[src/design/running_mean_variance_stats_unit_defines.svh]
// ----------------------------------------------------------------------------
// running_mean_variance_stats_unit_defines
// Assertion macros shared by the statistics unit RTL.
// ----------------------------------------------------------------------------
`ifndef RUNNING_MEAN_VARIANCE_STATS_UNIT_DEFINES_SVH
`define RUNNING_MEAN_VARIANCE_STATS_UNIT_DEFINES_SVH

`ifndef ASSERT_OFF
// plain property check on the unit clock
`define RMVS_ASSERT(lbl, prop) \
  lbl: assert property (@(posedge clk_i) disable iff (!rst_ni) (prop)) \
    else $error("rmvs assertion failed");
// same-cycle implication
`define RMVS_ASSERT_IMP(lbl, ante, cons) \
  lbl: assert property (@(posedge clk_i) disable iff (!rst_ni) (ante) |-> (cons)) \
    else $error("rmvs implication failed");
// next-cycle implication
`define RMVS_ASSERT_NXT(lbl, ante, cons) \
  lbl: assert property (@(posedge clk_i) disable iff (!rst_ni) (ante) |=> (cons)) \
    else $error("rmvs next-cycle implication failed");
`else
`define RMVS_ASSERT(lbl, prop)
`define RMVS_ASSERT_IMP(lbl, ante, cons)
`define RMVS_ASSERT_NXT(lbl, ante, cons)
`endif

`endif

[src/design/rmvs_pkg.sv]
// ----------------------------------------------------------------------------
// rmvs_pkg
// Types and fixed constants of the running mean / variance statistics unit.
// ----------------------------------------------------------------------------
`default_nettype none

package rmvs_pkg;

  // working width of the shared unit accumulator (d squared needs 65 bits)
  localparam int NUM_W      = 66;
  localparam int MEAN_W     = 33;
  localparam int M2_W       = 64;
  localparam int RES_FRAC   = 16;
  localparam int SQRT_IN_W  = 32;
  localparam int SQRT_STEPS = 16;

  typedef enum logic [1:0] {
    OP_DIV,
    OP_MUL,
    OP_SQRT
  } unit_op_e;

  typedef enum logic [3:0] {
    S_IDLE,
    S_PREP,
    S_STEP,
    S_MUL,
    S_TERM,
    S_VAR,
    S_SQRT,
    S_ZF,
    S_OF,
    S_FIN
  } state_e;

  typedef struct packed {
    logic     start;
    unit_op_e op;
  } unit_req_t;

  typedef struct packed {
    logic busy;
    logic done;
  } unit_rsp_t;

endpackage

`default_nettype wire

[src/design/rmvs_unit.sv]
// ----------------------------------------------------------------------------
// rmvs_unit
// Shared iterative arithmetic unit: restoring divide, shift-add multiply and
// digit-by-digit square root, one bit (or one root digit) per cycle.
// ----------------------------------------------------------------------------
`default_nettype none

module rmvs_unit #(
  parameter int DIV_W = 34
) (
  input  wire logic                      clk_i,
  input  wire logic                      rst_ni,
  input  wire rmvs_pkg::unit_req_t       req_i,
  input  wire logic [rmvs_pkg::NUM_W-1:0] a_i,
  input  wire logic [DIV_W-1:0]          b_i,
  output rmvs_pkg::unit_rsp_t            rsp_o,
  output logic [rmvs_pkg::NUM_W-1:0]     quo_o,
  output logic [DIV_W-1:0]               rem_o,
  output logic [rmvs_pkg::SQRT_STEPS-1:0] root_o
);
  import rmvs_pkg::*;

  localparam int RW    = DIV_W + 1;
  localparam int CNT_W = $clog2(NUM_W + RW + 1);

  logic                  busy_q, done_q;
  unit_op_e              op_q;
  logic [CNT_W-1:0]      cnt_q;
  logic [NUM_W-1:0]      acc_q, acc_d;
  logic [RW-1:0]         rem_q, rem_d;
  logic [DIV_W-1:0]      opb_q;
  logic [SQRT_STEPS-1:0] root_q, root_d;

  logic [RW-1:0]    div_sh;
  logic [RW:0]      div_sub;
  logic [NUM_W-1:0] mul_sum;
  logic [RW-1:0]    sq_sh, sq_trial;
  logic [RW:0]      sq_sub;

  // one iteration step of each operation
  always_comb begin
    div_sh   = {rem_q[RW-2:0], acc_q[NUM_W-1]};
    div_sub  = {1'b0, div_sh} - {2'b00, opb_q};
    mul_sum  = {acc_q[NUM_W-2:0], 1'b0} + (rem_q[RW-1] ? NUM_W'(opb_q) : '0);
    sq_sh    = {rem_q[RW-3:0], acc_q[SQRT_IN_W-1 -: 2]};
    sq_trial = RW'({root_q, 2'b01});
    sq_sub   = {1'b0, sq_sh} - {1'b0, sq_trial};
    acc_d    = acc_q;
    rem_d    = rem_q;
    root_d   = root_q;
    case (op_q)
      OP_DIV: begin
        acc_d = {acc_q[NUM_W-2:0], ~div_sub[RW]};
        rem_d = div_sub[RW] ? div_sh : div_sub[RW-1:0];
      end
      OP_MUL: begin
        acc_d = mul_sum;
        rem_d = {rem_q[RW-2:0], 1'b0};
      end
      OP_SQRT: begin
        acc_d  = {acc_q[NUM_W-3:0], 2'b00};
        rem_d  = sq_sub[RW] ? sq_sh : sq_sub[RW-1:0];
        root_d = {root_q[SQRT_STEPS-2:0], ~sq_sub[RW]};
      end
      default: begin
        acc_d = acc_q;
      end
    endcase
  end

  // control: load on start, count down iterations, pulse done
  always_ff @(posedge clk_i or negedge rst_ni) begin
    if (!rst_ni) begin
      busy_q <= 1'b0;
      done_q <= 1'b0;
      op_q   <= OP_DIV;
      cnt_q  <= '0;
    end else begin
      done_q <= 1'b0;
      if (req_i.start && !busy_q) begin
        busy_q <= 1'b1;
        op_q   <= req_i.op;
        case (req_i.op)
          OP_DIV:  cnt_q <= CNT_W'(NUM_W - 1);
          OP_MUL:  cnt_q <= CNT_W'(RW - 1);
          OP_SQRT: cnt_q <= CNT_W'(SQRT_STEPS - 1);
          default: cnt_q <= '0;
        endcase
      end else if (busy_q) begin
        cnt_q <= cnt_q - 1'b1;
        if (cnt_q == '0) begin
          busy_q <= 1'b0;
          done_q <= 1'b1;
        end
      end
    end
  end

  // datapath registers
  always_ff @(posedge clk_i) begin
    if (req_i.start && !busy_q) begin
      acc_q  <= (req_i.op == OP_MUL) ? '0 : a_i;
      rem_q  <= (req_i.op == OP_MUL) ? a_i[RW-1:0] : '0;
      opb_q  <= b_i;
      root_q <= '0;
    end else if (busy_q) begin
      acc_q  <= acc_d;
      rem_q  <= rem_d;
      root_q <= root_d;
    end
  end

  assign rsp_o.busy = busy_q;
  assign rsp_o.done = done_q;
  assign quo_o      = acc_q;
  assign rem_o      = rem_q[DIV_W-1:0];
  assign root_o     = root_q;

endmodule

`default_nettype wire

[src/design/running_mean_variance_stats_unit.sv]
// Operation: every sample runs through the shared bit-serial unit in turn:
//   five 66-step divides, a 35-step multiply and a root (the first sample
//   skips the variance divide and root; a full count skips the mean and M2 update).
// Input: one sample at a time; a new sample is taken in the cycle
//   after the result has entered the output register.
// Reset: asynchronous, active low; clears count, mean, M2 and hit counters.
// ----------------------------------------------------------------------------
// running_mean_variance_stats_unit
// Welford running mean / sample variance / std deviation with 0 and 1 shares.
// ----------------------------------------------------------------------------
`default_nettype none
`include "running_mean_variance_stats_unit_defines.svh"

module running_mean_variance_stats_unit #(
  parameter int COUNT_BITS       = 32,
  parameter int SAMPLE_FRAC_BITS = 16
) (
  input  wire logic                      clk_i,
  input  wire logic                      rst_ni,
  input  wire logic                      in_valid_i,
  output logic                           in_stall_o,
  input  wire logic [SAMPLE_FRAC_BITS:0] sample_i,
  output logic                           out_valid_o,
  input  wire logic                      out_stall_i,
  output logic [31:0]                    sample_count_o,
  output logic [16:0]                    running_mean_o,
  output logic [15:0]                    sample_variance_o,
  output logic [15:0]                    std_dev_o,
  output logic [16:0]                    zero_fraction_o,
  output logic [16:0]                    one_fraction_o,
  output logic                           variance_valid_o,
  output logic                           saturated_o
);
  import rmvs_pkg::*;

  localparam int CB  = COUNT_BITS;
  localparam int SW  = SAMPLE_FRAC_BITS + 1;
  localparam int DW  = (CB > 34) ? CB : 34;
  localparam int CW  = (CB > 32) ? CB : 32;
  localparam logic [SW-1:0] ONE = SW'(1) << SAMPLE_FRAC_BITS;

  state_e state_q, state_d;
  logic   issued_q;

  logic [SW-1:0]        samp_q;
  logic [CB-1:0]        count_q, zhits_q, ohits_q;
  logic [MEAN_W-1:0]    mean_q, d_q, step_q;
  logic                 up_q, sat_q;
  logic [M2_W-1:0]      m2_q;
  logic [64:0]          sq_q;
  logic [SQRT_IN_W-1:0] v_q;
  logic [15:0]          var_q, sd_q;
  logic [16:0]          zf_q, of_q;

  unit_req_t             req;
  unit_rsp_t             rsp;
  logic [NUM_W-1:0]      a_op, quo;
  logic [DW-1:0]         b_op, rem;
  logic [SQRT_STEPS-1:0] root;

  logic [CB-1:0]     n_new;
  logic              cnt_full, skip;
  logic [SW-1:0]     x_cl;
  logic [MEAN_W-1:0] x32;
  logic              in_acc, out_load;

  rmvs_unit #(.DIV_W(DW)) u_unit (
    .clk_i  (clk_i),
    .rst_ni (rst_ni),
    .req_i  (req),
    .a_i    (a_op),
    .b_i    (b_op),
    .rsp_o  (rsp),
    .quo_o  (quo),
    .rem_o  (rem),
    .root_o (root)
  );

  // sample clamp and common values
  assign n_new    = count_q + 1'b1;
  assign cnt_full = &count_q;
  assign x_cl     = (samp_q > ONE) ? ONE : samp_q;
  assign x32      = MEAN_W'(x_cl) << (32 - SAMPLE_FRAC_BITS);
  assign in_acc   = in_valid_i && !in_stall_o;
  assign out_load = (state_q == S_FIN) && (!out_valid_o || !out_stall_i);

  // operation skipped when the count makes it trivial
  always_comb begin
    case (state_q)
      S_VAR:       skip = (count_q < CB'(2));
      S_ZF, S_OF:  skip = (count_q == '0);
      default:     skip = 1'b0;
    endcase
  end

  // next state
  always_comb begin
    state_d = state_q;
    case (state_q)
      S_IDLE: if (in_acc) state_d = S_PREP;
      S_PREP: state_d = cnt_full ? S_VAR : S_STEP;
      S_STEP: if (rsp.done) state_d = S_MUL;
      S_MUL:  if (rsp.done) state_d = S_TERM;
      S_TERM: if (rsp.done) state_d = S_VAR;
      S_VAR: begin
        if (skip) state_d = S_ZF;
        else if (rsp.done) state_d = S_SQRT;
      end
      S_SQRT: if (rsp.done) state_d = S_ZF;
      S_ZF: begin
        if (skip) state_d = S_FIN;
        else if (rsp.done) state_d = S_OF;
      end
      S_OF:   if (rsp.done) state_d = S_FIN;
      S_FIN:  if (out_load) state_d = S_IDLE;
      default: state_d = S_IDLE;
    endcase
  end

  // unit requests and operands
  always_comb begin
    req.start = 1'b0;
    req.op    = OP_DIV;
    a_op      = '0;
    b_op      = '0;
    case (state_q)
      S_STEP: begin
        req.start = 1'b1;
        a_op      = NUM_W'(d_q) + NUM_W'(n_new >> 1);
        b_op      = DW'(n_new);
      end
      S_MUL: begin
        req.start = 1'b1;
        req.op    = OP_MUL;
        a_op      = NUM_W'(d_q);
        b_op      = DW'(d_q);
      end
      S_TERM: begin
        req.start = 1'b1;
        a_op      = NUM_W'(sq_q);
        b_op      = DW'(n_new);
      end
      S_VAR: begin
        req.start = !skip;
        a_op      = NUM_W'(m2_q);
        b_op      = DW'(count_q - 1'b1);
      end
      S_SQRT: begin
        req.start = 1'b1;
        req.op    = OP_SQRT;
        a_op      = NUM_W'(v_q);
      end
      S_ZF: begin
        req.start = !skip;
        a_op      = NUM_W'(zhits_q) << RES_FRAC;
        b_op      = DW'(count_q);
      end
      S_OF: begin
        req.start = !skip;
        a_op      = NUM_W'(ohits_q) << RES_FRAC;
        b_op      = DW'(count_q);
      end
      default: req.start = 1'b0;
    endcase
    req.start = req.start && !issued_q;
  end

  // control registers
  always_ff @(posedge clk_i or negedge rst_ni) begin
    if (!rst_ni) begin
      state_q  <= S_IDLE;
      issued_q <= 1'b0;
    end else begin
      state_q <= state_d;
      if (rsp.done) issued_q <= 1'b0;
      else if (req.start) issued_q <= 1'b1;
    end
  end

  // statistics state
  logic [NUM_W-1:0] cceil, tdiff;
  logic [M2_W:0]    m2_sum;
  logic [31:0]      v_cap;
  logic [32:0]      v_rnd;
  logic [16:0]      share_q;
  logic [DW:0]      rem2;

  always_comb begin
    cceil   = quo + NUM_W'(rem != '0);
    tdiff   = NUM_W'(sq_q) - cceil;
    m2_sum  = {1'b0, m2_q} + (M2_W + 1)'(tdiff[64:32]);
    v_cap   = (|quo[NUM_W-1:32]) ? '1 : quo[31:0];
    v_rnd   = {1'b0, v_cap} + 33'(1 << (RES_FRAC - 1));
    rem2    = {rem, 1'b0};
    share_q = quo[16:0] + 17'(rem2 >= (DW + 1)'(count_q));
  end

  always_ff @(posedge clk_i or negedge rst_ni) begin
    if (!rst_ni) begin
      count_q <= '0;
      zhits_q <= '0;
      ohits_q <= '0;
      mean_q  <= '0;
      m2_q    <= '0;
    end else if (state_q == S_PREP && !cnt_full) begin
      if (x_cl == '0) zhits_q <= zhits_q + 1'b1;
      else if (x_cl == ONE) ohits_q <= ohits_q + 1'b1;
    end else if (state_q == S_TERM && rsp.done) begin
      mean_q  <= up_q ? mean_q + step_q : mean_q - step_q;
      m2_q    <= m2_sum[M2_W] ? '1 : m2_sum[M2_W-1:0];
      count_q <= n_new;
    end
  end

  // per-sample working registers
  always_ff @(posedge clk_i) begin
    if (in_acc) samp_q <= sample_i;
    if (state_q == S_PREP) begin
      sat_q <= cnt_full;
      up_q  <= (x32 >= mean_q);
      d_q   <= (x32 >= mean_q) ? x32 - mean_q : mean_q - x32;
    end
    if (rsp.done) begin
      case (state_q)
        S_STEP: step_q <= quo[MEAN_W-1:0];
        S_MUL:  sq_q   <= quo[64:0];
        S_VAR: begin
          v_q   <= v_cap;
          var_q <= v_rnd[32] ? '1 : v_rnd[31:16];
        end
        S_SQRT: sd_q <= root;
        S_ZF:   zf_q <= share_q;
        S_OF:   of_q <= share_q;
        default: sd_q <= sd_q;
      endcase
    end
    if (state_q == S_VAR && skip) begin
      var_q <= '0;
      sd_q  <= '0;
    end
    if (state_q == S_ZF && skip) begin
      zf_q <= '0;
      of_q <= '0;
    end
  end

  // output register
  logic [CW-1:0] cnt_ext;
  logic [33:0]   mean_rnd;
  assign cnt_ext  = CW'(count_q);
  assign mean_rnd = {1'b0, mean_q} + 34'(1 << (RES_FRAC - 1));

  always_ff @(posedge clk_i or negedge rst_ni) begin
    if (!rst_ni) begin
      out_valid_o <= 1'b0;
    end else if (out_load) begin
      out_valid_o <= 1'b1;
    end else if (!out_stall_i) begin
      out_valid_o <= 1'b0;
    end
  end

  always_ff @(posedge clk_i) begin
    if (out_load) begin
      sample_count_o    <= (cnt_ext > CW'(32'hFFFF_FFFF)) ? '1 : cnt_ext[31:0];
      running_mean_o    <= mean_rnd[32:16];
      sample_variance_o <= var_q;
      std_dev_o         <= sd_q;
      zero_fraction_o   <= zf_q;
      one_fraction_o    <= of_q;
      variance_valid_o  <= (count_q >= CB'(2));
      saturated_o       <= sat_q;
    end
  end

  assign in_stall_o = (state_q != S_IDLE);

  // checks
  `RMVS_ASSERT_NXT(a_busy_after_beat, in_valid_i && !in_stall_o, in_stall_o)
  `RMVS_ASSERT_IMP(a_done_was_issued, rsp.done, issued_q)
  `RMVS_ASSERT_IMP(a_invalid_var_zero, out_valid_o && !variance_valid_o,
                   sample_variance_o == '0 && std_dev_o == '0)
  `RMVS_ASSERT(a_mean_range, !out_valid_o || running_mean_o <= 17'h10000)

endmodule

`default_nettype wire
[config.mk]
export PLATFORM = sky130hd
export DESIGN_NAME = running_mean_variance_stats_unit
export DESIGN_NICKNAME = d
export VERILOG_FILES = /design/src/design/rmvs_pkg.sv /design/src/design/rmvs_unit.sv /design/src/design/running_mean_variance_stats_unit.sv
export VERILOG_INCLUDE_DIRS = /design/src /design/src/design
export SDC_FILE = /design/constraint.sdc
export NUM_CORES = 2
export LEC_CHECK = 0
export ABC_AREA = 1
export BUFFER_PORTS_ARGS = -buffer_cell sky130_fd_sc_hd__buf_2
export CAP_MARGIN = 20
export CORE_AREA = 2 2 230 458
export DETAILED_ROUTE_END_ITERATION = 8
export DIE_AREA = 0 0 232 460
export GPL_ROUTABILITY_DRIVEN = 0
export HOLD_SLACK_MARGIN = 0.15
export PLACE_DENSITY = 0.86
export SYNTH_ARGS = -nofsm -noshare
export SYNTH_HDL_FRONTEND = slang
export SYNTH_HIERARCHICAL = 1
export SYNTH_SLANG_ARGS = --single-unit
[constraint.sdc]
create_clock -name clk_i -period 15.2 [get_ports clk_i]
set_clock_uncertainty 0.1 [all_clocks]
set_input_delay 0.76 -clock clk_i [delete_from_list [all_inputs] [get_ports clk_i]]
set_output_delay 0.76 -clock clk_i [all_outputs]
set_load 0.005 [all_outputs]
==> impl_metrics.ini, run 1 <==
[outcome]
outcome = aborted with a tool error
stop_stage = global routing (5_1_grt)
error = [ERROR GRT-0116] Global routing finished with congestion. Check the congestion regions in the DRC Viewer.

[placed_design]
hpwl_um = 202000
io_buffers = 139

[clocking]
post-cts-setup-buffer-count = 0
cts.htree.levels = 3
ctsHoldBuffers = 18
cts_resized = 0
clockRootBuffer = clkbuf_16
cts_sinks = 726
cts.path.max_buffers = 3
cts_buffers = 68

[synthesis]
syn_nets = 9511
syn_area_sq_um = 61500
syn_area_per_cell_sq_um = 6.76
synthCells = 9096
yosysWarningCount = 6

[floorplan]
die_y_um = 460
initial_core_util_pct = 59.5
dieWidth_um = 232
rows = 167
io_pins = 140

[global_routing]
gr-total-overflow = 9
grt_max_degree = 91
first_global_vias = 70400
grt_usage_pct = 59.3
grt_pass1_wl_um = 457000
-- layer usage --
layer / GRT usage [%] / overflow
met5: 20.9 / 0
met2: 80.7 / 7
met4: 59.4 / 2
met1: 56.1 / 0
met3: 40.5 / 0
-- per-stage QoR --
stage / util (%) / worst slack, ps / instances / instance area [sq um]
CTS: 63.4 / 8980 / 10500 / 65600
detailed placement: 61.0 / 9080 / 10400 / 63100
global placement: 61.0 / 9080 / 10400 / 63100
floorplan: - / 8640 / 9096 / 61500
==> inputs of run 2 (changes only) <==
--- a/config.mk
+++ b/config.mk
@@ -9,12 +9,11 @@
 export ABC_AREA = 1
 export BUFFER_PORTS_ARGS = -buffer_cell sky130_fd_sc_hd__buf_2
 export CAP_MARGIN = 20
-export CORE_AREA = 2 2 230 458
+export CORE_AREA = 2 2 396 398
 export DETAILED_ROUTE_END_ITERATION = 8
-export DIE_AREA = 0 0 232 460
+export DIE_AREA = 0 0 398 400
 export GPL_ROUTABILITY_DRIVEN = 0
-export HOLD_SLACK_MARGIN = 0.15
-export PLACE_DENSITY = 0.86
+export PLACE_DENSITY_LB_ADDON = 0.15
 export SYNTH_ARGS = -nofsm -noshare
 export SYNTH_HDL_FRONTEND = slang
 export SYNTH_HIERARCHICAL = 1
==> run 2 against run 1 <==
Net effect: the run now ends clean; synthesized cell count did not move; area after synthesis stayed put.
==> impl_metrics.ini, run 2 <==
[outcome]
outcome = complete, no violations

[floorplan]
io_pins = 140
coreArea_sq_um = 155000
die_y_um = 400
initial_core_util_pct = 39.7
dieWidth_um = 398
rows = 145
dieArea_sq_um = 159000

[global_routing]
grt_usage_pct = 30.4
antenna_found_initial = 13
gr-total-overflow = 0
first_global_vias = 58000
grt_max_degree = 136
grt_pass1_wl_um = 365000

[detailed_routing]
post_drt_wl_per_cell_um = 22.0
drt_iter0_drc = 7404
via_per_inst = 5.55
firstDrtPassIters = 8
vias = 62600
wl_um = 249000
drc = 0
drtAntennaViolNets = 0

[timing]
tightest_slew_ps = 1300
fin_crit_ps = 6530
finalHoldViolCount = 0
setup_viol = 0
rsz0062_at_grt = no
drv_slew = 0
fmax_mhz = 153
max-slew-margin-rel_pct = 12.7
tns_ps = 0
period_share_pct = 43.0

[placed_design]
hpwl_um = 198000
io_buffers = 139
place_area_sq_um = 64100
dpl.cell_count = 11100

[power]
p_sw_mw = 7.96
p_leak_nw = 31.7
pwr-share-clk_pct = 14.8
ir_drop_uv = 109
switching_share_pct = 54.0
seqPwrFrac_pct = 22.6
combPwrFrac_pct = 62.6
power.density_nw_per_um2 = 220
p_int_mw = 6.78

[clocking]
cts.path.max_buffers = 3
cts_buffers = 88
clockRootBuffer = clkbuf_16
cts_sinks = 726
cts_tree = done
cts.htree.levels = 3
insertion_delay_ps = 730
path_clk_slew_ps = 60
post-cts-setup-buffer-count = 0

[final_layout]
fin_cells = 11300
drive_gt1_share_pct = 5.84
fin_nets = 9557
stdcell_area_sq_um = 67100
layout_common_cells = 2611 x nand2_1, 1423 x inv_1, 911 x nor2_1
final_common_cell = nand2_1
fillers = 16200
largest_reg_flops = 66
areaGrowthSynthToFinish_pct = 9.05

[setup_path]
cp_max_fo = 22
arrival_ps = 7000
cp_data_required_time_ps = 15670
crit_type = register to register
critical_path.reg2reg.endpoint = m2_q[24]
slowest_stage = nor3_1
r2r_cells = 28
max_stage_delay_ps = 640
worstSetupEndpointType = register
cpMostUsedCell = nand2_1
r2r_slack_ps = 8670
cp-start-kind = register
reg2reg_from = u_unit/rem_q[31]

[synthesis]
synthCells = 9096
syn_area_per_cell_sq_um = 6.76
yosysWarningCount = 6
syn_area_sq_um = 61500
syn_nets = 9511

[worst_hold_path]
hold_end = samp_q[14]
hold_start = sample_i[14]
hp-class = input pin to register
min_path_cells = 1

[flow_run]
drv_cap = 0
==> run 2: worst max path at each step <==
stage                           from              end  slack (ps)  cells past startpoint
finish              u_unit/rem_q[31]         m2_q[24]        8670                     28
global route        u_unit/rem_q[31]         m2_q[24]        8100                     31
CTS                 u_unit/rem_q[31]         m2_q[19]        8750                     31
detailed placement  u_unit/rem_q[31]         m2_q[24]        8820                     31
global placement    u_unit/rem_q[31]          m2_q[7]        8850                     30
floorplan                 cnt_ext[0]  u_unit/quo_o[0]        8640                     13
==> run 2: critical path, delay by kind of cell, from the launching register on <==
kind | cells | cell delay [ps]
flip-flops | 1 | 460
buffers and inverters | 1 | 60
adder cells (fa/ha/maj) | 4 | 1260
AO/OA/AOI/OAI | 3 | 530
XOR/XNOR | 1 | 210
AND/OR/NAND/NOR | 19 | 3720
==> run 2: power by group through the flow <==
stage | combinational [mW] | clock [mW] | sequential, mW
after detailed placement | 8.89 | 0 | 3.35
after global routing | 10.1 | 2.29 | 3.37
after CTS | 8.94 | 2.22 | 3.31
after floorplan | 6.13 | 0 | 3.15
after global placement | 8.87 | 0 | 3.34
final | 9.23 | 2.18 | 3.33
==> run 2: layout make-up <==
cell class	count	area [sq um]	area share, %
diodes	3	7.51	0.0112
well taps	2058	2570	3.84
repair buffers	217	1320	1.96
multi-input cells	6643	34800	51.8
inverters	1466	5510	8.21
clock buffers	104	2310	3.45
flip-flops and latches	726	19900	29.7
clock inverters	61	662	0.986
==> run 2: through the flow <==
step	utilization, %	total power [mW]	hold slack, ps	setup WS [ps]
finish	43.3	14.7	107	8670
global placement	41.3	12.2	311	8850
CTS	43.2	14.5	54.5	8750
global route	43.3	15.7	84.0	8100
floorplan	-	9.28	300	8640
detailed placement	41.3	12.2	313	8820
==> run 2: metal layers <==
| layer | wire [um] | GRT usage [%] | vias to the layer above | share of wire, % |
|---|---|---|---|---|
| met5 | 77 | 0 | - | 0.031 |
| met4 | 13100 | 14.6 | 12 | 5.3 |
| met3 | 24400 | 5.73 | 578 | 9.8 |
| met2 | 106000 | 46.8 | 3086 | 43 |
| met1 | 104000 | 41.0 | 29100 | 42 |
| li1 | - | - | 29800 | - |
==> run 2: timing repair <==
action	CTS	global route
hold buffers	1	0
hold endpoints to repair	31	0
resized for setup	0	0
Note: power is estimated with default switching activity, not from simulation.
